**src/rtl/sstf_pkg.sv**
```systemverilog
// Shared types and constants for the SSTF seek distance unit.
// Used by the search cell and the top level; no dependencies.
package sstf_pkg;

    // Fixed field widths of the transfer payloads
    localparam int TRACK_W = 16;
    localparam int SUM_W   = 22;
    localparam logic [SUM_W-1:0] SUM_MAX = {SUM_W{1'b1}};

    // Parameter defaults
    localparam int DEF_MAX_REQUESTS = 64;
    localparam int DEF_TRACK_BITS   = 16;

    // Register port: byte address width and register word index
    localparam int ADDR_W = 3;
    localparam logic REG_START_TRACK = 1'b0;

    // One input transfer
    typedef struct packed {
        logic [TRACK_W-1:0] track;
        logic               last;
    } req_item_t;

    // One result transfer
    typedef struct packed {
        logic [SUM_W-1:0] total_distance;
        logic             too_many;
    } res_item_t;

    // Control bits of the search wave travelling down the cell row
    typedef struct packed {
        logic valid;
        logic found;
    } wave_ctl_t;

    // Load and mark controls broadcast to every cell
    typedef struct packed {
        logic shift;
        logic clr_en;
    } cell_ctl_t;

    // Controller states
    typedef enum logic [1:0] {
        ST_LOAD,
        ST_SEARCH,
        ST_FINISH
    } state_t;

endpackage

```
**src/rtl/sstf_cell.sv**
```systemverilog
// One cell of the request row: holds a track and its pending mark, shifts
// loads upward, and refines the passing nearest-request search wave.
// Depends on sstf_pkg.
module sstf_cell #(
    parameter int TRACK_BITS = sstf_pkg::DEF_TRACK_BITS,
    parameter int IDX_W      = 6,
    parameter int CELL_IDX   = 0
) (
    input  logic                    clk,
    input  logic                    rst_n,
    input  sstf_pkg::cell_ctl_t     ctl,
    input  logic [IDX_W-1:0]        clr_idx,
    input  logic [TRACK_BITS-1:0]   head,
    input  logic [TRACK_BITS-1:0]   track_in,
    input  logic                    pend_in,
    output logic [TRACK_BITS-1:0]   track_out,
    output logic                    pend_out,
    input  sstf_pkg::wave_ctl_t     wave_in,
    input  logic [TRACK_BITS-1:0]   wdist_in,
    input  logic [IDX_W-1:0]        widx_in,
    input  logic [TRACK_BITS-1:0]   wtrack_in,
    output sstf_pkg::wave_ctl_t     wave_out,
    output logic [TRACK_BITS-1:0]   wdist_out,
    output logic [IDX_W-1:0]        widx_out,
    output logic [TRACK_BITS-1:0]   wtrack_out
);
    import sstf_pkg::*;

    logic [TRACK_BITS-1:0] track_reg;
    logic                  pend_reg;
    logic                  wvalid_reg;
    logic                  wfound_reg;
    logic [TRACK_BITS-1:0] wdist_reg;
    logic [IDX_W-1:0]      widx_reg;
    logic [TRACK_BITS-1:0] wtrack_reg;

    logic [TRACK_BITS-1:0] seek_len;
    logic                  take;

    // Distance from the head and take decision; strict compare keeps the older request
    always_comb
    begin
        seek_len = (track_reg >= head) ? (track_reg - head) : (head - track_reg);
        take     = pend_reg && (!wave_in.found || (seek_len < wdist_in));
    end

    // Shift in loads, drop the mark of the served request
    always_ff @(posedge clk or negedge rst_n)
    begin
        if (!rst_n)
        begin
            pend_reg <= 1'b0;
        end
        else if (ctl.shift)
        begin
            pend_reg <= pend_in;
        end
        else if (ctl.clr_en && (clr_idx == IDX_W'(CELL_IDX)))
        begin
            pend_reg <= 1'b0;
        end
    end

    always_ff @(posedge clk)
    begin
        if (ctl.shift)
        begin
            track_reg <= track_in;
        end
    end

    // Advance the search wave by one cell
    always_ff @(posedge clk or negedge rst_n)
    begin
        if (!rst_n)
        begin
            wvalid_reg <= 1'b0;
        end
        else
        begin
            wvalid_reg <= wave_in.valid;
        end
    end

    always_ff @(posedge clk)
    begin
        wfound_reg <= wave_in.found || pend_reg;
        if (take)
        begin
            wdist_reg  <= seek_len;
            widx_reg   <= IDX_W'(CELL_IDX);
            wtrack_reg <= track_reg;
        end
        else
        begin
            wdist_reg  <= wdist_in;
            widx_reg   <= widx_in;
            wtrack_reg <= wtrack_in;
        end
    end

    assign track_out  = track_reg;
    assign pend_out   = pend_reg;
    assign wave_out   = '{valid: wvalid_reg, found: wfound_reg};
    assign wdist_out  = wdist_reg;
    assign widx_out   = widx_reg;
    assign wtrack_out = wtrack_reg;

endmodule
```
**config.mk**
```make
export PLATFORM = sky130hd
export DESIGN_NAME = sstf_cell
export DESIGN_NICKNAME = d
export VERILOG_FILES = /design/src/rtl/sstf_pkg.sv /design/src/rtl/sstf_cell.sv
export SDC_FILE = /design/constraint.sdc
export NUM_CORES = 1
export LEC_CHECK = 0
export BUFFER_PORTS_ARGS = -buffer_cell sky130_fd_sc_hd__buf_2
export CAP_MARGIN = 20
export CORE_MARGIN = 2
export CORE_UTILIZATION = 50
export CTS_CLUSTER_SIZE = 14
export DETAILED_ROUTE_END_ITERATION = 12
export PLACE_DENSITY = 0.81
export SKIP_CTS_REPAIR_TIMING = 1
export SLEW_MARGIN = 5
export SYNTH_ARGS = -nofsm -noshare
export SYNTH_HDL_FRONTEND = slang
export SYNTH_SLANG_ARGS = --single-unit
```
**constraint.sdc**
```tcl
create_clock -name clk -period 5.2 [get_ports clk]
set_input_delay 1.04 -clock clk [delete_from_list [all_inputs] [get_ports clk]]
set_output_delay 1.04 -clock clk [all_outputs]
set_load 0.05 [all_outputs]
```
# --- Word-level counts from Yosys, hierarchy flattened ---
# Index checks and enable logic that the tools add are counted.
op_classes:
  n_addsub: 2
  multipliers: 0
  div: 0
  n_lt_le_gt_ge: 2
  eq_ne: 0
  n_shift: 0
  muxes: 5
  bitwise_logic: 0
  reduce_logical: 7
op_table:
  columns: ["cell", "n"]
  rows:
  - ["$mux 16", 3]
  - ["$sub 16x16->16", 2]
  - ["$ge 16x16->1", 1]
  - ["$lt 16x16->1", 1]
  - ["$logic_not 6->1", 1]
  - ["$logic_and 1x1->1", 2]
  - ["$logic_or 1x1->1", 2]
  - ["$mux 1", 2]
  - ["$reduce_bool 2->1", 1]
  - ["$logic_not 1->1", 1]
totals:
  ff_bits: 57
  latch_bits: 0
  ram_bits: 0
  rom_bits: 0
  inputBits: 83
  out_inout_bits: 57
  elab_cells: 23
  n_memories: 0

# --- Longest topological paths before layout ---
depth:
  ltp_word: 6
  mapped_depth: 23
  mapped_depth_nobuf: 19

# --- Worst setup path before layout ---
# No wires, ideal clock.
synth_path:
  path_type: "input port to flip-flop"
  start: "in head[6]"
  end: "reg wdist_reg[10] (netlist: wdist_out[10])"
  setup_ns: 0.121
  t_arrival_ns: 4.696
  required_time_ns: 5.079
  slack_ns: 0.383
  path_stages: 19
  n_path_buf: 4
  cell_sequence: "inv_1 ha_1 buf_2 nand3_2 a2111oi_4 a2bb2oi_2 and2_1 buf_6 buf_6 a211oi_1 nor2_1 xnor2_1 ha_1 and4_1 a2111oi_0 o211ai_1 nand2_1 buf_2 mux2_2"
synth_between:
  elab_chain_cells: 6
  elab_cells_between_ends: 8
  classes_between: "2 x add/sub; 2 x order compare; 2 x mux; 2 x reduce/logical"
synth_rtl:
  columns: ["item", "line_no", "source"]
  rows:
  - ["start, declared", "sstf_cell.sv:13", "input logic [TRACK_BITS-1:0] head,"]
  - ["$sub 16x16->16 or $ge 16x16->1 (tied branches)", "sstf_cell.sv:43", "seek_len = (track_reg >= head) ? (track_reg - head) : (head - track_reg);"]
  - ["$mux 16 (*)", "sstf_cell.sv:43", null]
  - ["$lt 16x16->1", "sstf_cell.sv:44", "take = pend_reg && (!wave_in.found || (seek_len < wdist_in));"]
  - ["$logic_or 1x1->1", "sstf_cell.sv:44", null]
  - ["$logic_and 1x1->1", "sstf_cell.sv:44", null]
  - ["$mux 16 (*)", "sstf_cell.sv:88", "if (take)"]
  - ["end signal, assigned", "sstf_cell.sv:90", "wdist_reg <= seek_len;"]
  - ["end signal, assigned", "sstf_cell.sv:96", "wdist_reg <= wdist_in;"]
  - ["end, declared", "sstf_cell.sv:33", "logic [TRACK_BITS-1:0] wdist_reg;"]
# Every way passes the cells marked *; elsewhere a longest branch is shown, timed or not.
# A chain may end at the register's enable or synchronous reset.

# --- Final worst setup path ---
layout_path:
  start: "in head[0]"
  end: "reg wtrack_reg[0] (netlist: wtrack_out[0])"
layout_between:
  elab_chain_cells: 6
  elab_cells_between_ends: 8
  classes_between: "2 x add/sub; 2 x order compare; 2 x mux; 2 x reduce/logical"
layout_rtl:
  columns: ["item", "line_no", "source"]
  rows:
  - ["$sub 16x16->16 or $ge 16x16->1 (tied branches)", "sstf_cell.sv:43", null]
  - ["$mux 16 (*)", "sstf_cell.sv:43", null]
  - ["$lt 16x16->1 (*)", "sstf_cell.sv:44", null]
  - ["$logic_or 1x1->1 (*)", "sstf_cell.sv:44", null]
  - ["$logic_and 1x1->1 (*)", "sstf_cell.sv:44", null]
  - ["$mux 16 (*)", "sstf_cell.sv:88", null]
  - ["end signal, assigned", "sstf_cell.sv:92", "wtrack_reg <= track_reg;"]
  - ["end signal, assigned", "sstf_cell.sv:98", "wtrack_reg <= wtrack_in;"]
  - ["end, declared", "sstf_cell.sv:35", "logic [TRACK_BITS-1:0] wtrack_reg;"]
# Marked as above.

==> qor.yml <==
yosys_warnings: 0
yosys_register_bits: 57
outcome: "complete, no violations"
tns_ns: 0
synth_edf_count: 16
seq_area_frac_synth_pct: 34.1
critPathMaxFanout: 22
start_util_pct: 52.2
async_flop_share_pct: 3.51
fin_area_sq_um: 4870
synth_cells: 423
r2r_slack_ns: 0.64
syn_area_sq_um: 3850
cp.required_ns: 5.41
grt_pass1_vias: 3473
dr_total_vias: 3572
peakVddDrop_uv: 176
place_area_sq_um: 4680
portBuffers: 139
route.detailed.wl_per_inst_microns: 14.3
clkTransAtPathRegs_ns: 0.06
gp_congestion: 0.883
grt_pass1_wl_microns: 15800
r2r_start: "track_out[0]$_DFFE_PP_"
coreArea_sq_um: 7370
layout_min_cycle_time_ns: 4.92
hold_violations: 0
gr-total-overflow: 0
cts_buffer_depth: 2
rr_endpoint: "wtrack_out[0]$_DFF_P_"
die_area_sq_um: 8420
cts_root_buf: "clkbuf_8"
grt_max_degree: 23
max_slew_margin_pct: 71.4
cpPeakStageDelay_ns: 0.44
setup_viol: 0
ff2ff_path_depth: 20
end_kind: "register"
met2_length_microns: 4570
synth_cell_types: 60
syn-num-nets: 554
synth-main-ff-cell: "dfxtp_1"
maxCapViolations: 0
cts_buffers: 9
syn_avg_cell_area_sq_um: 9.10
p_leak_nw: 2.48
rows: 31
die_h_microns: 91.7
rsz0062_at_grt: "no"
skew_ns: 0.00602
top_layer_used: "met4"
nFillCells: 643
clock.fmax_mhz: 203
grt_use_total_pct: 23.2
drt-initial-drc-count: 152
crit_type: "in2reg"
first_pass_iters: 4
antenna_found_initial: 0
powerDensity_nw_per_um2: 393
path_delay_family: "compound AO/OA/AOI/OAI gates"
io_pins: 140
via_per_inst: 5.31
cp_data_arrival_time_ns: 5.13
clock_sinks: 57
drc: 0
finalCritPeriodShare_pct: 94.6
place_hpwl_microns: 7850
finalNetCount: 700
whs_ns: 0.474
slowest_stage: "a2111o_1"
critPathBufInv: 4
crit_chain: "buf_2 > inv_1 > ha_1 > inv_1 > fa_1 > a211oi_1 > o21ai_0 > a2111o_1 > o211ai_1 > a211oi_1 > nor2_1 > xnor2_1 > ha_1 > and4_1 > a2111oi_1 > o211ai_1 > and2_1 > buf_4 > nand2_1 > o21ai_0"
dieWidth_microns: 91.7
cts.htree.levels: 3
worstSkewPairLatency_ns: 0.33
wl_microns: 9630
tightest_slew_ns: 0.424
cts_tree: "built"
finalMaxSlewViolations: 0
hold_path.class: "in2async"
cp-start-kind: "primary input"
met1_length_microns: 4300
met3RoutedLength_microns: 642
drive_gt1_share_pct: 33.4
antenna_left: 0
antenna_cells: 0
syn_to_final_growth_pct: 26.5
-- per-stage QoR --
step	setup slack, ns	total power [W]	util, %	cells
floorplan	0.383	0.00128	-	423
global placement	0.00632	0.00149	63.5	657
detailed placement	-0.182	0.00151	63.5	657
CTS	0.130	0.00192	66.0	673
global route	0.0515	0.00203	66.1	673
finish	0.281	0.00191	66.1	673
-- placed cells by master, fill, tap and decap left out, types with 5 or more instances in the layout --
| master | netlist | final |
|---|---|---|
| buf_2 | 10 | 139 |
| inv_1 | 57 | 57 |
| ha_1 | 46 | 46 |
| dfxtp_1 | 39 | 39 |
| nand2_1 | 36 | 36 |
| a21oi_1 | 31 | 31 |
| o21ai_0 | 29 | 29 |
| buf_4 | 4 | 18 |
| edfxtp_1 | 16 | 16 |
| o211ai_1 | 14 | 14 |
| nor2_1 | 10 | 10 |
| clkbuf_8 | 0 | 10 |
| mux2i_1 | 9 | 9 |
| mux2_2 | 9 | 9 |
| xnor2_1 | 8 | 8 |
| and3_1 | 8 | 8 |
| and2_1 | 8 | 7 |
| a21o_1 | 6 | 6 |
| nand4_1 | 6 | 6 |
| a211oi_1 | 5 | 5 |
| nand3_1 | 5 | 5 |
| xor2_1 | 5 | 5 |
-- worst max path at each step --
stage / from / to / slack [ns] / depth (start not counted)
final: head[0] / wtrack_out[0]$_DFF_P_ / 0.28 / 20
after global routing: head[0] / wtrack_out[0]$_DFF_P_ / 0.05 / 19
after floorplan: head[6] / wdist_out[10]$_DFF_P_ / 0.38 / 19
after detailed placement: head[14] / wdist_out[12]$_DFF_P_ / -0.18 / 19
after CTS: head[0] / wdist_out[12]$_DFF_P_ / 0.13 / 20
after global placement: head[0] / wdist_out[12]$_DFF_P_ / 0.006 / 20
-- layer usage --
layer,track usage (%),vias up
met5,0,-
met4,7.21,0
met3,3.94,11
met2,39.5,123
met1,30.2,1646
li1,-,1792
-- power breakdown --
group          switching, W  internal [W]  leakage [nW]  total, W
Sequential        0.0000246      0.000545         0.509  0.000570
Clock              0.000173      0.000233        0.0974  0.000407
Combinational      0.000634      0.000301          1.88  0.000935
-- Yosys cell counts (4+ instances only) --
cell type	n	area [sq um]
clkbuf_1	5	18.8
buf_2	10	50.1
and3_1	8	50.1
o211ai_1	14	105
nor2_1	10	37.5
xnor2_1	8	70.1
nand3_1	5	25.0
xor2_1	5	43.8
edfxtp_1	16	480
ha_1	46	576
and2_1	8	50.1
a21o_1	6	45.0
nand4_1	6	37.5
mux2i_1	9	90.1
nand2_1	36	135
buf_4	4	30.0
inv_1	57	214
mux2_2	9	101
a21oi_1	31	155
a211oi_1	5	37.5
dfxtp_1	39	781
o21ai_0	29	145
-- final cells by class --
class,instances,area (sq um),share of cell area [%]
Clock inverter,3,40.0,0.822
Inverter,57,214,4.39
Timing Repair Buffer,157,831,17.1
Sequential cell,57,1310,26.9
Tap cell,99,124,2.54
Multi-Input combinational cell,287,2200,45.2
Clock buffer,13,149,3.06
-- cell families after synthesis --
logic type | synth area share (%)
mux | 5.36
simple gates | 11.8
xor+xnor | 2.96
flops | 34.1
compound gates | 21.0
fa+ha+maj | 16.0
buf+inv | 8.81
(Power assumes the default switching activity.)
